--- config.mk ---
export PLATFORM = sky130hd
export DESIGN_NAME = minmax_contrast_stretch
export DESIGN_NICKNAME = d
export VERILOG_FILES = /design/src/rtl/mmcs_pkg.sv /design/src/rtl/mmcs_front.sv /design/src/rtl/mmcs_queue.sv /design/src/rtl/mmcs_back.sv /design/src/rtl/minmax_contrast_stretch.sv
export VERILOG_INCLUDE_DIRS = /design/src /design/src/rtl
export SDC_FILE = /design/constraint.sdc
export NUM_CORES = 1
export LEC_CHECK = 0
export BUFFER_PORTS_ARGS = -buffer_cell sky130_fd_sc_hd__buf_2
export CELL_PAD_IN_SITES_DETAIL_PLACEMENT = 2
export CELL_PAD_IN_SITES_GLOBAL_PLACEMENT = 2
export CORE_MARGIN = 8
export CORE_UTILIZATION = 41
export DETAILED_ROUTE_END_ITERATION = 8
export PLACE_DENSITY = 0.85
export SYNTH_ARGS = -nofsm -noshare
export SYNTH_HDL_FRONTEND = slang
export SYNTH_SLANG_ARGS = --single-unit
--- constraint.sdc ---
create_clock -name clock -period 6 [get_ports clock]
set_input_delay 0.9 -clock clock [delete_from_list [all_inputs] [get_ports clock]]
set_output_delay 0.9 -clock clock [all_outputs]
set_load 0.03 [all_outputs]
--- src/rtl/assert_macros.svh ---
// assertion macros shared by the contrast stretch rtl
// no dependencies; included inside module bodies
`ifndef ASSERT_MACROS_SVH
`define ASSERT_MACROS_SVH

// property holds on every clock edge out of reset
`define ASSERT_ALWAYS(label, clk, rst, expr) \
   label: assert property (@(posedge clk) disable iff (rst) (expr)) \
      else $error("assertion failed: expr");

// antecedent now implies consequent on the next edge
`define ASSERT_NEXT(label, clk, rst, ante, cons) \
   label: assert property (@(posedge clk) disable iff (rst) (ante) |=> (cons)) \
      else $error("assertion failed: ante then cons");

`endif

--- src/rtl/mmcs_pkg.sv ---
// types and constants of the min-max contrast stretch
// no dependencies; imported by every module of the block
package mmcs_pkg;

   localparam int unsigned LEVEL_W     = 9;
   localparam int unsigned PIXEL_W     = 24;
   localparam int unsigned CSR_ADDR_W  = 2;
   localparam int unsigned CSR_DATA_W  = 32;
   localparam int unsigned QUEUE_DEPTH = 4;
   localparam int unsigned QPTR_W      = $clog2(QUEUE_DEPTH);
   localparam int unsigned QCNT_W      = $clog2(QUEUE_DEPTH + 1);

   localparam logic [7:0]         BIN_THRESHOLD = 8'd128;
   localparam logic [LEVEL_W-1:0] LEVEL_ONE     = 9'd256;
   localparam logic [LEVEL_W-1:0] LEVEL_BRIGHT  = 9'd1;
   localparam logic [LEVEL_W-1:0] MIN_RESET     = 9'd256;
   localparam logic [LEVEL_W-1:0] MAX_RESET     = 9'd0;

   localparam logic KIND_MEASURE = 1'b0;
   localparam logic KIND_SCALE   = 1'b1;
   localparam logic MODE_GREY    = 1'b0;

   typedef struct packed {
      logic               kind;
      logic               last;
      logic [LEVEL_W-1:0] value;
   } item_type;

   typedef struct packed {
      logic empty;
      logic full;
   } queue_status_type;

   typedef enum logic [1:0] {
      ST_IDLE = 2'b01,
      ST_BUSY = 2'b10
   } back_state_type;

endpackage

--- src/rtl/mmcs_front.sv ---
// front end: csr register, input transaction acceptance and level classification
// depends on mmcs_pkg
module mmcs_front (
   input  logic                               clock,
   input  logic                               reset,
   input  logic                               push,
   output logic                               full,
   input  logic                               req_kind,
   input  logic [mmcs_pkg::PIXEL_W-1:0]       req_pixel,
   input  logic                               req_last,
   input  logic                               psel,
   input  logic                               penable,
   input  logic                               pwrite,
   input  logic [mmcs_pkg::CSR_ADDR_W-1:0]    paddr,
   input  logic [mmcs_pkg::CSR_DATA_W-1:0]    pwdata,
   output logic [mmcs_pkg::CSR_DATA_W-1:0]    prdata,
   output logic                               pready,
   input  mmcs_pkg::queue_status_type         q_status,
   output logic                               q_push,
   output mmcs_pkg::item_type                 q_item
);
   import mmcs_pkg::*;

   logic       source_mode_ff;
   logic       source_mode_in;
   logic       csr_write;
   logic [7:0] red;
   logic [7:0] green;
   logic [7:0] blue;
   logic       any_bright;

   assign pready    = 1'b1;
   assign csr_write = psel & penable & pwrite;
   // single register, every word offset maps onto it
   assign source_mode_in = (csr_write && (paddr == paddr)) ? pwdata[0] : source_mode_ff;
   assign prdata = {{(CSR_DATA_W-1){1'b0}}, source_mode_ff};

   always_ff @(posedge clock) begin
      if (reset) begin
         source_mode_ff <= MODE_GREY;
      end else begin
         source_mode_ff <= source_mode_in;
      end
   end

   assign red        = req_pixel[7:0];
   assign green      = req_pixel[15:8];
   assign blue       = req_pixel[23:16];
   assign any_bright = (red > BIN_THRESHOLD) || (green > BIN_THRESHOLD) ||
                       (blue > BIN_THRESHOLD);

   always_comb begin
      q_item.kind = req_kind;
      q_item.last = req_last;
      if (source_mode_ff == MODE_GREY) begin
         q_item.value = {1'b0, red};
      end else begin
         q_item.value = any_bright ? LEVEL_BRIGHT : LEVEL_ONE;
      end
   end

   assign full   = q_status.full;
   assign q_push = push & ~q_status.full;

endmodule

--- src/rtl/mmcs_queue.sv ---
// short in-order queue between the front end and the back end
// depends on mmcs_pkg and assert_macros.svh
module mmcs_queue (
   input  logic                       clock,
   input  logic                       reset,
   input  logic                       push,
   input  mmcs_pkg::item_type         push_item,
   input  logic                       pop,
   output mmcs_pkg::item_type         head_item,
   output mmcs_pkg::queue_status_type status
);
   import mmcs_pkg::*;
   `include "assert_macros.svh"

   item_type            mem_ff [QUEUE_DEPTH];
   logic [QPTR_W-1:0]   wr_ptr_ff;
   logic [QPTR_W-1:0]   wr_ptr_in;
   logic [QPTR_W-1:0]   rd_ptr_ff;
   logic [QPTR_W-1:0]   rd_ptr_in;
   logic [QCNT_W-1:0]   count_ff;
   logic [QCNT_W-1:0]   count_in;
   logic                do_push;
   logic                do_pop;

   assign status.empty = (count_ff == '0);
   assign status.full  = (count_ff == QCNT_W'(QUEUE_DEPTH));
   assign do_push      = push & ~status.full;
   assign do_pop       = pop & ~status.empty;
   assign head_item    = mem_ff[rd_ptr_ff];

   always_comb begin
      wr_ptr_in = do_push ? wr_ptr_ff + 1'b1 : wr_ptr_ff;
      rd_ptr_in = do_pop ? rd_ptr_ff + 1'b1 : rd_ptr_ff;
      count_in  = count_ff;
      if (do_push && !do_pop) begin
         count_in = count_ff + 1'b1;
      end else if (!do_push && do_pop) begin
         count_in = count_ff - 1'b1;
      end
   end

   always_ff @(posedge clock) begin
      if (reset) begin
         wr_ptr_ff <= '0;
         rd_ptr_ff <= '0;
         count_ff  <= '0;
      end else begin
         wr_ptr_ff <= wr_ptr_in;
         rd_ptr_ff <= rd_ptr_in;
         count_ff  <= count_in;
      end
   end

   always_ff @(posedge clock) begin
      if (do_push) begin
         mem_ff[wr_ptr_ff] <= push_item;
      end
   end

   `ASSERT_ALWAYS(a_count_bound, clock, reset, count_ff <= QCNT_W'(QUEUE_DEPTH))
   `ASSERT_ALWAYS(a_ptr_track, clock, reset, QPTR_W'(wr_ptr_ff - rd_ptr_ff) == count_ff[QPTR_W-1:0])

endmodule

--- src/rtl/mmcs_back.sv ---
// back end: running min/max, serial restoring divider and result register
// depends on mmcs_pkg and assert_macros.svh
module mmcs_back #(
   parameter int unsigned OUT_FRAC_BITS = 16
) (
   input  logic                       clock,
   input  logic                       reset,
   input  mmcs_pkg::queue_status_type q_status,
   input  mmcs_pkg::item_type         q_item,
   output logic                       q_pop,
   output logic                       empty,
   input  logic                       pop,
   output logic [OUT_FRAC_BITS:0]     rsp_level,
   output logic                       rsp_flat_tile,
   output logic                       rsp_tile_end
);
   import mmcs_pkg::*;
   `include "assert_macros.svh"

   localparam int unsigned OUT_W = OUT_FRAC_BITS + 1;
   localparam int unsigned CNT_W = $clog2(OUT_FRAC_BITS + 1);
   localparam logic [CNT_W-1:0] CNT_DONE = CNT_W'(OUT_FRAC_BITS);
   localparam logic [OUT_W-1:0] OUT_ONE  = OUT_W'(1) << OUT_FRAC_BITS;

   back_state_type     state_ff, state_in;
   logic [LEVEL_W-1:0] min_ff, min_in;
   logic [LEVEL_W-1:0] max_ff, max_in;
   logic [CNT_W-1:0]   cnt_ff, cnt_in;
   logic [LEVEL_W-1:0] rem_ff, rem_in;
   logic [LEVEL_W-1:0] den_ff, den_in;
   logic [OUT_W-1:0]   quo_ff, quo_in;
   logic               flat_ff, flat_in;
   logic               last_ff, last_in;
   logic               out_valid_ff, out_valid_in;
   logic [OUT_W-1:0]   out_level_ff;
   logic               out_flat_ff;
   logic               out_end_ff;
   logic               out_load;
   logic               slot_free;
   logic               take;
   logic [LEVEL_W:0]   trial;
   logic [LEVEL_W:0]   rem_dbl;
   logic               qbit;

   assign slot_free = ~out_valid_ff | pop;
   assign q_pop     = (state_ff == ST_IDLE);
   assign take      = q_pop & ~q_status.empty;
   assign rem_dbl   = {rem_ff, 1'b0};
   assign trial     = rem_dbl - {1'b0, den_ff};
   assign qbit      = (rem_dbl >= {1'b0, den_ff});

   always_comb begin
      state_in = state_ff;
      min_in   = min_ff;
      max_in   = max_ff;
      cnt_in   = cnt_ff;
      rem_in   = rem_ff;
      den_in   = den_ff;
      quo_in   = quo_ff;
      flat_in  = flat_ff;
      last_in  = last_ff;
      out_load = 1'b0;
      case (state_ff)
         ST_IDLE: begin
            if (take) begin
               if (q_item.kind == KIND_MEASURE) begin
                  if (q_item.value < min_ff) begin
                     min_in = q_item.value;
                  end
                  if (q_item.value > max_ff) begin
                     max_in = q_item.value;
                  end
               end else begin
                  state_in = ST_BUSY;
                  last_in  = q_item.last;
                  flat_in  = (max_ff <= min_ff);
                  quo_in   = '0;
                  cnt_in   = CNT_DONE;
                  rem_in   = q_item.value - min_ff;
                  den_in   = max_ff - min_ff;
                  if (max_ff <= min_ff) begin
                     quo_in = '0;
                  end else if (q_item.value <= min_ff) begin
                     quo_in = '0;
                  end else if (q_item.value >= max_ff) begin
                     quo_in = OUT_ONE;
                  end else begin
                     cnt_in = '0;
                  end
               end
            end
         end
         ST_BUSY: begin
            if (cnt_ff != CNT_DONE) begin
               cnt_in = cnt_ff + 1'b1;
               quo_in = {quo_ff[OUT_W-2:0], qbit};
               rem_in = qbit ? trial[LEVEL_W-1:0] : rem_dbl[LEVEL_W-1:0];
            end else if (slot_free) begin
               out_load = 1'b1;
               state_in = ST_IDLE;
               if (last_ff) begin
                  min_in = MIN_RESET;
                  max_in = MAX_RESET;
               end
            end
         end
         default: begin
            state_in = ST_IDLE;
         end
      endcase
      out_valid_in = (out_valid_ff & ~pop) | out_load;
   end

   always_ff @(posedge clock) begin
      if (reset) begin
         state_ff     <= ST_IDLE;
         min_ff       <= MIN_RESET;
         max_ff       <= MAX_RESET;
         out_valid_ff <= 1'b0;
      end else begin
         state_ff     <= state_in;
         min_ff       <= min_in;
         max_ff       <= max_in;
         out_valid_ff <= out_valid_in;
      end
   end

   always_ff @(posedge clock) begin
      cnt_ff  <= cnt_in;
      rem_ff  <= rem_in;
      den_ff  <= den_in;
      quo_ff  <= quo_in;
      flat_ff <= flat_in;
      last_ff <= last_in;
      if (out_load) begin
         out_level_ff <= quo_ff;
         out_flat_ff  <= flat_ff;
         out_end_ff   <= last_ff;
      end
   end

   assign empty         = ~out_valid_ff;
   assign rsp_level     = out_level_ff;
   assign rsp_flat_tile = out_flat_ff;
   assign rsp_tile_end  = out_end_ff;

   `ASSERT_NEXT(a_div_step, clock, reset, (state_ff == ST_BUSY) && (cnt_ff != CNT_DONE), cnt_ff == $past(cnt_ff) + 1'b1)
   `ASSERT_ALWAYS(a_flat_zero, clock, reset, !(out_valid_ff && out_flat_ff) || (out_level_ff == '0))
   `ASSERT_NEXT(a_hold_result, clock, reset, out_valid_ff && !pop, out_valid_ff && $stable(out_level_ff))

endmodule

--- src/rtl/minmax_contrast_stretch.sv ---
// per-tile min-max contrast stretch, top level
// depends on mmcs_pkg, mmcs_front, mmcs_queue and mmcs_back
//
// input channel: push/full with req_kind, req_pixel, req_last. a measure
// transaction (kind 0) folds the pixel level into the running min and max;
// a scale transaction (kind 1) yields one result. result channel: empty/pop
// with rsp_level, rsp_flat_tile, rsp_tile_end. csr port: one register,
// source_mode in bit 0, mapped at every address; pready is tied high.
// a four-entry queue decouples acceptance from execution. the back end
// folds in a measure transaction without leaving idle. a scale transaction
// moves it to busy, and the back end takes no new transaction until the
// result is loaded: the one-bit-a-cycle restoring divider produces
// OUT_FRAC_BITS quotient bits, while saturated and flat results skip the
// division. the result then goes to the output register once that is free,
// and empty falls.
// a stalled result waits in the output register; the back end keeps working
// on measure transactions and finishes a division, then holds until the
// result is popped. full rises when the queue fills.
// reset (synchronous) empties the queue and the output register, sets the
// minimum to 1.0, the maximum to 0 and source_mode to grey.
module minmax_contrast_stretch #(
   parameter int unsigned OUT_FRAC_BITS = 16
) (
   input  logic                            clock,
   input  logic                            reset,
   input  logic                            push,
   output logic                            full,
   input  logic                            req_kind,
   input  logic [mmcs_pkg::PIXEL_W-1:0]    req_pixel,
   input  logic                            req_last,
   output logic                            empty,
   input  logic                            pop,
   output logic [OUT_FRAC_BITS:0]          rsp_level,
   output logic                            rsp_flat_tile,
   output logic                            rsp_tile_end,
   input  logic                            psel,
   input  logic                            penable,
   input  logic                            pwrite,
   input  logic [mmcs_pkg::CSR_ADDR_W-1:0] paddr,
   input  logic [mmcs_pkg::CSR_DATA_W-1:0] pwdata,
   output logic [mmcs_pkg::CSR_DATA_W-1:0] prdata,
   output logic                            pready
);
   import mmcs_pkg::*;

   queue_status_type q_status;
   item_type         push_item;
   item_type         head_item;
   logic             q_push;
   logic             q_pop;

   mmcs_front u_front (
      .clock     (clock),
      .reset     (reset),
      .push      (push),
      .full      (full),
      .req_kind  (req_kind),
      .req_pixel (req_pixel),
      .req_last  (req_last),
      .psel      (psel),
      .penable   (penable),
      .pwrite    (pwrite),
      .paddr     (paddr),
      .pwdata    (pwdata),
      .prdata    (prdata),
      .pready    (pready),
      .q_status  (q_status),
      .q_push    (q_push),
      .q_item    (push_item)
   );

   mmcs_queue u_queue (
      .clock     (clock),
      .reset     (reset),
      .push      (q_push),
      .push_item (push_item),
      .pop       (q_pop),
      .head_item (head_item),
      .status    (q_status)
   );

   mmcs_back #(
      .OUT_FRAC_BITS (OUT_FRAC_BITS)
   ) u_back (
      .clock         (clock),
      .reset         (reset),
      .q_status      (q_status),
      .q_item        (head_item),
      .q_pop         (q_pop),
      .empty         (empty),
      .pop           (pop),
      .rsp_level     (rsp_level),
      .rsp_flat_tile (rsp_flat_tile),
      .rsp_tile_end  (rsp_tile_end)
   );

endmodule
; Yosys cells after proc, flatten, opt, wreduce, memory -nomap -nowiden
; Memory sizes are Yosys's and may differ from the RTL's. A register that Yosys moved wholly into a read port is not among the register bits.
; Index checks and enable logic that the tools add are counted.
[word_totals]
output_inout_bits = 54
word_cells = 123
romBits = 0
ram_bits = 44
reg_bits = 90
latch_bits = 0
mem_count = 1
[mem_list]
columns = memory, words, width, rd, rd_ports_with_merged_regs, write_ports, line_no
row1 = u_queue.mem_ff, 4, 11, 1, 1, 1, mmcs_queue.sv:15  ; item_type mem_ff [QUEUE_DEPTH];
[classes]
mux = 49
n_eq_ne = 13
div_mod_pow = 0
n_reduce_logical = 14
shift = 0
mul = 0
bitwise = 12
n_lt_le_gt_ge = 9
add_sub_neg = 8
[op_table]
columns = operator, count
row1 = $mux 9, 18
row2 = $mux 17, 6
row3 = $pmux 9 s2, 3
row4 = $pmux 17 s2, 1
row5 = $mux 5, 6
row6 = $sub 9x9->9, 3
row7 = $gt 8x8->1 const B, 3
row8 = $le 9x9->1, 2
row9 = $reduce_and 7->1, 2
row10 = $mux 2, 6
row11 = $ge 10x9->1, 1
row12 = $ne 2x2->1 const B, 5
row13 = $pmux 5 s2, 1
row14 = $ge 9x9->1, 1
row15 = $gt 9x9->1, 1
row16 = $lt 9x9->1, 1
row17 = $ne 2x1->1 const B, 4
row18 = $reduce_and 4->1, 2
row19 = $and 1x1->1, 6
row20 = $mux 3, 2
row21 = $add 5x1->5 const B, 1
row22 = $mux 1, 5
row23 = $ne 5x5->1 const B, 1
row24 = $add 2x1->2 const B, 2
row25 = 14 further kinds, 22

; Longest topological paths before layout
; Gate-level depths: netlist (run 1).
[depth]
ltp_word = 8
depth_mapped = 11

; Cells and area by module
; Synthesis (run 1) repeated with hierarchy kept, for this count alone.
[hier_totals]
cells_unflattened = 584
hier_area_um2 = 7036.7
[modules_own_cells]
columns = module, cells_each, area_each_um2, n_inst, seq_area_each_um2
row1 = mmcs_back, 419, 4508.1, 1, 2252.2
row2 = mmcs_queue, 105, 2055.7, 1, 1501.4
row3 = mmcs_front, 60, 473.0, 1, 20.0

; Least setup slack after synthesis (run 1)
; Ideal clock, no wire load.
[synth_path]
kind = reg-to-reg
from = reg u_back.state_ff[0]
to = reg u_back.cnt_ff[0], enable pin
t_required_ns = 5.538
path_slack_ns = 2.459
t_arrival_ns = 3.079
stages_incl_launch_ff = 5
path_cell_list = dfxtp_1 > nand2b_1 > clkbuf_1 > buf_1 > o21ai_0
[synth_via]
elab_chain_cells = 4
elab_cells_between_ends = 8
classes_between = eq/ne: 5 / bitwise: 1 / reduce/logical: 2
[synth_rtl]
columns = item, line_no
row1 = "start, declared", mmcs_back.sv:25  ; back_state_type state_ff, state_in;
row2 = "start signal, assigned", mmcs_back.sv:121  ; state_ff <= state_in;
row3 = $eq 2x1->1, "mmcs_back.sv:46, mmcs_back.sv:63"
row4 = $and 1x1->1, mmcs_back.sv:47  ; assign take = q_pop & ~q_status.empty;
row5 = $ne 2x2->1 (no source line), --
row6 = $reduce_and 4->1 (no source line) (*), --
row7 = "end signal, assigned", mmcs_back.sv:129  ; cnt_ff <= cnt_in;
row8 = "end, declared", mmcs_back.sv:28  ; logic [CNT_W-1:0] cnt_ff, cnt_in;
; Mark *: on every way between the ends. The rest lies on a longest branch, timed or not.
; A chain may end at the register's enable or synchronous reset.

==> results of run 1 <==
[path summary, 6_finish.rpt]
check / start / to / slack [ps] / cells past startpoint
max: flip-flop / u_back.cnt_ff[4] / 2240 / 8
min: u_back.quo_ff[3] / u_back.rsp_level[3] / 460 / 0
max reg2reg: flip-flop / u_back.cnt_ff[4] / 2240 / 8
min reg2reg: u_back.quo_ff[3] / u_back.rsp_level[3] / 460 / 0
[state kept, by name, summed over array words and instances (netlist names), named ones only]
name	flops
u_queue.count_ff	3
u_back.quo_ff	17
u_back.cnt_ff	5
u_back.last_ff	1
u_queue.wr_ptr_ff	2
u_back.min_ff	9
u_back.flat_ff	1
u_front.source_mode_ff	1
u_back.out_valid_ff	1
u_back.rsp_flat_tile	1
u_back.state_ff	2
u_back.rsp_level	17
u_queue.mem_ff	44
u_back.den_ff	9
u_back.rsp_tile_end	1
u_back.max_ff	9
u_back.rem_ff	9
u_queue.rd_ptr_ff	2
[per-layer routing]
metal / share of wire / up-vias / routed length, um / GRT usage
li1: - / 2125 / - / -
met5: 0 / - / 0 / 0
met1: 0.39 / 2285 / 7420 / 0.188
met3: 0.035 / 35 / 663 / 0.0458
met4: 0.026 / 0 / 489 / 0.0732
met2: 0.55 / 109 / 10400 / 0.348
[worst max-delay path, cell delays in order, from the launching register on]
cell	delay, ps
dfxtp_1	800
mux4_2	650
ha_1	460
o21a_1	150
o31a_2	150
nor3_1	70
o41a_1	490
a2111oi_2	500
a32oi_1	180
[layout make-up]
cell class / count / area (um^2)
flip-flops and latches: 136 / 3770
inverters: 47 / 176
clock buffers: 17 / 425
fillers: 1705 / 8980
well taps: 225 / 282
clock inverters: 15 / 193
repair buffers: 59 / 305
multi-input cells: 374 / 2860
[report_power, final]
part	internal [W]	switching [W]	total, W
combinational	0.000899	0.00140	0.00230
clock	0.000664	0.000450	0.00111
sequential	0.00138	0.000181	0.00156
[logic make-up (layout without fill, tap and decap cells)]
family / Yosys count / after routing / share of synthesized area
simple gates: 161 / 161 / 0.126
flops: 136 / 136 / 0.538
buf+inv: 95 / 138 / 0.0698
compound gates: 74 / 74 / 0.0750
fa+ha+maj: 47 / 47 / 0.0882
mux: 36 / 36 / 0.0711
xor+xnor: 24 / 24 / 0.0300
other cells: 2 / 32 / 0.00107
[metrics by stage]
stage	setup WS, ps	std cells	power (W)	util	hold WS [ps]
after floorplan	2460	605	0.00315	-	400
after global placement	2400	841	0.00355	0.435	419
after detailed placement	2250	841	0.00384	0.435	434
after CTS	2130	873	0.00503	0.472	455
after global routing	1940	873	0.00529	0.472	467
final	2240	873	0.00498	0.472	460
[layout by cell type (no fill, tap or decap), types with 7 or more instances in the layout]
cell type and instances:
o21ai_0 11, nand3b_1 7, nor2b_1 15, xor2_1 11
o21a_1 7, mux4_2 11, ha_1 43, nor2_1 40
buf_2 55, xnor2_1 13, edfxtp_1 105, nand2b_1 22
dfxtp_1 31, and2_1 21, inv_1 47, conb_1 32
nor3_1 12, nand2_1 12, mux2i_1 25, clkbuf_16 17
a21oi_1 18
==> summary.txt, run 1 <==
STA
  – Time the worst path needs with I/O delays and setup: 3760 ps
  – Setup TNS Final: 0 ps
  – Final Hold Viols: 0
  – Max-slew violation count: 0
  – Fmax: 266 MHz
  – Worst relative slew slack: 0.353
  – Final period util: 0.627
  – Skew final: 13.3 ps
  – RSZ-0062 raised after global routing: false
  – Final setup fails: 0
  – Measured slew at the worst slew-check pin: 971 ps

CTS
  – CTS H-tree lvls: 4
  – Buffer count from post-CTS setup fixing: 0
  – CTS clock-pin slew for the worst setup and hold paths: 60 ps
  – Total of hold buffers inserted after clock tree synthesis: 0
  – Clock latency at the later pin of the worst-skew pair: 440 ps
  – CTS root buf: clkbuf_16
  – PostCTS Resize Cnt: 0
  – Number of buffers on the longest clock path: 2
  – Inserted Clock Buffers: 17
  – Clock tree sinks: 136
  – Clock tree from TritonCTS: done

Final layout
  – Final instance area: 8020 um^2
  – # diodes: 0
  – Fraction of final layout cells with drive strength greater than 1: 0.171
  – Syn-to-layout area delta: 14.4%
  – Net total in the final layout: 749

Place
  – Cell area after placement: 7400 um^2
  – Final RePlAce weighted congestion: 0.752
  – Post-detailed-placement half-perimeter wirelength: 13.7 mm
  – Port bufs: 55

Yosys
  – Synth Flop Type: edfxtp_1
  – Fraction of post-synthesis cell area in the top cell type by area: 0.450
  – Cell taking the most area after synthesis: edfxtp_1
  – Post-synth ARST share: 0
  – Count of mapped cells out of synthesis: 575
  – Most repeated cell in the gate-level netlist after synthesis: edfxtp_1
  – Sequential area share after synthesis: 0.538
  – Average footprint of a synthesized cell: 12.2 um^2
  – Summed instance area of the synthesized netlist: 7010 um^2
  – Number of synthesized register bits: 136
  – Cell types occupying the most area after synthesis: edfxtp_1 (45%), dfxtp_1 (8.9%), ha_1 (7.7%)
  – Post-synth EDFFs: 105
  – Leading post-synthesis cells by instance count: edfxtp_1 (105), inv_1 (47), ha_1 (43), nor2_1 (40), buf_4 (35)
  – Number of distinct library cells after synthesis: 56
  – Warnings from Yosys: 0

Detailed routing
  – DRC Markers: 0
  – Avg WL per Cell: 21.7 um
  – Detailed router's first-iteration violation count: 138
  – Iteration count of the initial detailed-routing pass: 4
  – Routed WL: 18.9 mm
  – Total vias in the final route: 4554
  – Number of nets with antenna violations after detailed routing: 0
  – Average via count per standard cell: 5.22

Floorplanning
  – Initial standard-cell utilization of the core: 0.412
  – Std-Cell Rows: 48
  – Area of the core region: 17000 um^2
  – Die Ht: 147 um
  – Width of the die: 147 um
  – Die Outline Area: 21500 um^2
  – Number of top-level pins: 121

Global routing
  – Pin count of the biggest net entering global routing: 40
  – First-pass GRT wire length: 30.3 mm
  – Number of global-route vias before repair: 5429
  – Antenna violations before repair: 0
  – Grt ovf: 0
  – Total GRT Usage: 0.184

Critical path
  – Type of element launching the critical path: flip-flop
  – Startpoint-to-endpoint class of the critical path: flip-flop to flip-flop
  – Arrival time reported for the critical path endpoint: 3910 ps
  – Maximum fanout count along the critical path: 11
  – Worst Setup End Kind: flip-flop
  – Critical Path RT: 6150 ps

Run
  – Max Cap Violations: 0

Power
  – Static leakage power: 3.13 nW
  – IR Drop Worst-Case VDD: 282 uV
  – Cell area power density: 621 nW/um^2

Outcome
  – Status: finished, final reports clean

Hold path
  – Kind of path behind the tightest hold check: flip-flop to flip-flop
Power figures use the tool's default switching activity.
==> run 2, diff against run 1 <==
Settings changed: CORE_UTILIZATION 41 to 34, PLACE_DENSITY 0.85 to 0.75.
Clock period 6 ns to 3.1 ns, I/O delays scaled along.
==> summary.txt, run 2 (synthesized netlist as in run 1, its figures left out) <==
Floorplanning
  – Die Outline Area: 25500 um^2
  – Width of the die: 160 um
  – Die Ht: 160 um
  – Number of top-level pins: 121
  – Std-Cell Rows: 52
  – Area of the core region: 20200 um^2
  – Initial standard-cell utilization of the core: 0.346

Power
  – Overall power of the completed layout: 0.00975 W
  – Static leakage power: 3.20 nW
  – Cell area power density: 1190 nW/um^2
  – IR Drop Worst-Case VDD: 495 uV

Final layout
  – Commonest cells after routing, fill and taps aside: edfxtp_1 (105), buf_2 (55), inv_1 (47), ha_1 (43), nor2_1 (39)
  – Syn-to-layout area delta: 17.4%
  – # diodes: 0
  – Final Non-Filler Cells: 932
  – Fill count: 2075
  – Most common cell after layout, fill and taps aside: edfxtp_1
  – Fraction of final layout cells with drive strength greater than 1: 0.201
  – Register with the most flip-flops: u_queue.mem_ff
  – Net total in the final layout: 763
  – Flip-flop count of the largest register after layout: 44

CTS
  – Clock tree from TritonCTS: done
  – Buffer count from post-CTS setup fixing: 0
  – Clock tree sinks: 136
  – CTS clock-pin slew for the worst setup and hold paths: 60 ps
  – Inserted Clock Buffers: 17
  – CTS root buf: clkbuf_16
  – Clock latency at the later pin of the worst-skew pair: 420 ps
  – CTS H-tree lvls: 4
  – Total of hold buffers inserted after clock tree synthesis: 0
  – Number of buffers on the longest clock path: 2

Run
  – Max Cap Violations: 0

STA
  – Measured slew at the worst slew-check pin: 793 ps
  – Fmax: 339 MHz
  – Skew final: 8.01 ps
  – Final Hold Viols: 0
  – Final setup fails: 0
  – Worst hold margin: 271 ps
  – Worst relative slew slack: 0.464
  – Max-slew violation count: 0
  – Time the worst path needs with I/O delays and setup: 2950 ps
  – Final period util: 0.951

Critical path
  – Startpoint-to-endpoint class of the critical path: flip-flop to flip-flop
  – Type of element launching the critical path: flip-flop
  – Arrival time reported for the critical path endpoint: 3290 ps
  – Maximum fanout count along the critical path: 5
  – Critical Path RT: 3450 ps
  – Cells on worst reg2reg path: 11
  – Worst Setup End Kind: flip-flop

Global routing
  – Antenna violations before repair: 0
  – Pin count of the biggest net entering global routing: 40
  – Grt ovf: 0
  – First-pass GRT wire length: 29.9 mm
  – Number of global-route vias before repair: 5484
  – Total GRT Usage: 0.150

Detailed routing
  – DRC Markers: 0
  – Routed WL: 18.4 mm
  – Detailed router's first-iteration violation count: 175
  – Number of nets with antenna violations after detailed routing: 0
  – Average via count per standard cell: 4.89
  – Iteration count of the initial detailed-routing pass: 4
  – Avg WL per Cell: 19.8 um
  – Total vias in the final route: 4559

Hold path
  – Worst hold path cell count: 1
  – Kind of path behind the tightest hold check: input port to flip-flop

Outcome
  – Status: finished, final reports clean

Place
  – Port bufs: 55
  – Post-detailed-placement half-perimeter wirelength: 14.1 mm
  – Final RePlAce weighted congestion: 0.793
  – Number of placed instances, taps included: 900
run 2: cell type report:
class,count,area (um^2),area share
Tap cell,270,338,0.0411
Clock inverter,15,164,0.0199
Clock buffer,17,425,0.0517
Multi-Input combinational cell,374,2920,0.355
Inverter,47,176,0.0214
Sequential cell,136,3780,0.459
Timing Repair Buffer,73,427,0.0519
run 2: final timing paths:
kind                                        from                    end  slack [ps]
worst min register to register  u_back.quo_ff[6]    u_back.rsp_level[6]         450
worst max register to register         flip-flop       u_back.min_ff[4]         150
worst min-delay path                    req_kind  u_queue.mem_ff[0][10]         270
worst max-delay path                   flip-flop       u_back.min_ff[4]         150
run 2: per-stage QoR:
stage / cell area, um^2 / setup TNS, ps / utilization / setup slack (ps)
finish: 8230 / 0 / 0.407 / 152
CTS: 8190 / 0 / 0.405 / 34.7
floorplan: 7120 / 0 / - / 143
global route: 8230 / -83.8 / 0.407 / -36.1
global placement: 7580 / 0 / 0.374 / 72.7
detailed placement: 7580 / -659 / 0.374 / -121
run 2: worst max-delay path, cell delays in order (launching register included):
cell and delay, ps:
dfxtp_4 390, buf_4 170, mux4_2 510, inv_1 130, ha_1 230, nor2b_1 80
o31a_2 320, nor3_2 210, o41a_1 250, buf_4 170, o21a_1 210, mux2i_1 210
run 2: what timing repair did:
| action | CTS | global route |
|---|---|---|
| gates resized for setup | 3 | 9 |
| setup endpoints to repair | 13 | 15 |
| pin swaps | 0 | 2 |
run 2: power by group:
group,internal [W],leakage [nW],total (W),switching [W]
combinational,0.00195,1.69,0.00473,0.00278
sequential,0.00268,1.22,0.00299,0.000315
clock,0.00120,0.285,0.00203,0.000827
run 2: layer usage:
metal | part of all wire | global-route usage | vias to the layer above
met5 | 0 | 0 | -
met3 | 0.031 | 0.0406 | 26
met4 | 0.026 | 0.0592 | 0
met1 | 0.40 | 0.160 | 2282
li1 | - | - | 2149
met2 | 0.54 | 0.276 | 102
==> run 3, diff against run 2 <==
Clock period 3.1 ns to 2.4 ns, I/O delays scaled along.
==> summary.txt, run 3 (synthesized netlist as in run 1, its figures left out) <==
Place
  – Cell area after placement: 7930 um^2
  – Final RePlAce weighted congestion: 0.806
  – Port bufs: 55
  – Post-placement setup slack: -571 ps
  – Post-detailed-placement half-perimeter wirelength: 14.6 mm
  – Number of placed instances, taps included: 933

Power
  – Overall power of the completed layout: 0.0149 W
  – Cell area power density: 1650 nW/um^2
  – Static leakage power: 3.49 nW
  – Clk network pwr share: 0.188
  – Cell internal power dissipation: 0.00896 W
  – Switching power of the nets: 0.00596 W
  – Fraction of power spent switching nets: 0.400
  – Combinational share of power: 0.552
  – IR Drop Worst-Case VDD: 691 uV
  – Sequential group share of total power: 0.260

Floorplanning
  – Number of top-level pins: 121
  – Initial standard-cell utilization of the core: 0.346
  – Width of the die: 160 um
  – Area of the core region: 20200 um^2
  – Die Outline Area: 25500 um^2
  – Std-Cell Rows: 52
  – Die Ht: 160 um

Final layout
  – # diodes: 0
  – Multi-input gate area in the final layout: 3270 um^2
  – Most common cell after layout, fill and taps aside: edfxtp_1
  – Final Non-Filler Cells: 982
  – Fraction of final layout cells with drive strength greater than 1: 0.310
  – Register with the most flip-flops: u_queue.mem_ff
  – Seq. cell area: 3780 um^2
  – Fill count: 2030
  – Commonest cells after routing, fill and taps aside: edfxtp_1 (105), buf_4 (59), buf_2 (55), inv_1 (45), nor2_1 (37)
  – Net total in the final layout: 813
  – Final instance area: 9020 um^2
  – Flip-flop count of the largest register after layout: 44
  – Syn-to-layout area delta: 28.7%

Detailed routing
  – Average via count per standard cell: 4.94
  – Detailed router's first-iteration violation count: 218
  – DRC Markers: 0
  – Iteration count of the initial detailed-routing pass: 4
  – Number of nets with antenna violations after detailed routing: 0
  – Avg WL per Cell: 22.0 um
  – Routed WL: 21.6 mm
  – Total vias in the final route: 4853

Critical path
  – Capturing point of the worst reg2reg path: u_back.min_ff[7]
  – Critical Path RT: 2760 ps
  – Buf+Inv Stages, Crit Path: 2
  – Chain of cells forming the critical path: mux4_2, ha_4, nor2b_4, o31a_4, nor3_4, o41a_1, buf_6, o21ai_4, buf_12, mux2i_4
  – Worst Setup End Kind: flip-flop
  – Type of element launching the critical path: flip-flop
  – Cells on worst reg2reg path: 10
  – Largest stage delay on the critical path: 600 ps
  – CP Capture Point: u_back.min_ff[7]
  – Startpoint-to-endpoint class of the critical path: flip-flop to flip-flop
  – Register-to-register setup slack: -470 ps
  – Critical path depth in cells: 10
  – Maximum fanout count along the critical path: 8
  – CP delay by family, top: multiplexers
  – Slowest-stage cell, CP: mux4_2
  – Arrival time reported for the critical path endpoint: 3230 ps

STA
  – Time the worst path needs with I/O delays and setup: 2870 ps
  – Max-slew violation count: 0
  – Worst relative slew slack: 0.446
  – Skew final: 10.1 ps
  – Final setup fails: 27
  – Final Hold Viols: 0
  – RSZ-0062 raised after global routing: true
  – Measured slew at the worst slew-check pin: 831 ps
  – Final period util: 1.20
  – Post-layout worst setup margin: -468 ps
  – Fmax: 349 MHz
  – Worst hold margin: 144 ps

CTS
  – Inserted Clock Buffers: 17
  – CTS H-tree lvls: 4
  – Clock tree sinks: 136
  – Clock tree from TritonCTS: done
  – CTS root buf: clkbuf_16
  – CTS clock-pin slew for the worst setup and hold paths: 60 ps
  – Clock latency at the later pin of the worst-skew pair: 440 ps
  – Total of hold buffers inserted after clock tree synthesis: 0
  – Number of buffers on the longest clock path: 2

Outcome
  – Status: finished with violations
  – Violations in the final reports: setup timing

Hold path
  – Kind of path behind the tightest hold check: input port to flip-flop
  – Worst hold path cell count: 1

Global routing
  – Number of global-route vias before repair: 5784
  – Total GRT Usage: 0.167
  – Antenna violations before repair: 0
  – First-pass GRT wire length: 33.0 mm
  – Grt ovf: 0
  – Pin count of the biggest net entering global routing: 40

Run
  – Max Cap Violations: 0
-- run 3: changes by cell type in the layout (fill, tap and decap cells not counted), sizes merged --
cell and change:
inv +1, clkinv -3, bufinv +1, clkinvlp +1, buf +50
-- run 3: final cells by class --
type,instances,area share
flip-flops and latches,136,0.419
inverters,47,0.0196
repair buffers,123,0.0938
clock inverters,15,0.0209
multi-input cells,374,0.362
well taps,270,0.0375
clock buffers,17,0.0472
-- run 3: how the worst min path moves through the flow --
stage | from | endpoint | slack [ps]
after CTS | req_kind | u_queue.mem_ff[2][10] | 140
after global routing | req_kind | u_queue.mem_ff[2][10] | 150
after global placement | u_back.quo_ff[11] | u_back.rsp_level[11] | 420
after floorplan | u_back.flat_ff | u_back.rsp_flat_tile | 400
after detailed placement | u_back.quo_ff[16] | u_back.rsp_level[16] | 430
final | req_kind | u_queue.mem_ff[2][10] | 140
-- run 3: routing by layer --
layer | up-vias | routed length (um) | share of wire | track usage
li1 | 2251 | - | - | -
met1 | 2427 | 8260 | 0.38 | 0.171
met2 | 128 | 11800 | 0.55 | 0.312
met3 | 47 | 864 | 0.040 | 0.0450
met4 | 0 | 697 | 0.032 | 0.0720
met5 | - | 0 | 0 | 0
-- run 3: repair_timing --
| action | 4_1_cts | 5_1_grt |
|---|---|---|
| setup endpoints to repair | 28 | 29 |
| gates resized for setup | 25 | 31 |
| buffers inserted | 11 | 6 |
| pin swaps | 4 | 10 |
-- run 3: power groups by stage --
stage / Clock (W) / Sequential, W / Combinational [W]
after floorplan: 0 / 0.00372 / 0.00430
after global placement: 0 / 0.00381 / 0.00619
after detailed placement: 0 / 0.00389 / 0.00668
after CTS: 0.00283 / 0.00386 / 0.00743
after global routing: 0.00293 / 0.00395 / 0.00885
final: 0.00281 / 0.00388 / 0.00824
-- run 3: per-stage QoR --
stage	util	TNS [ps]
final	0.446	-8970
after global routing	0.446	-11490
after CTS	0.433	-7850
after detailed placement	0.392	-10510
after global placement	0.392	-7640
after floorplan	-	-2970
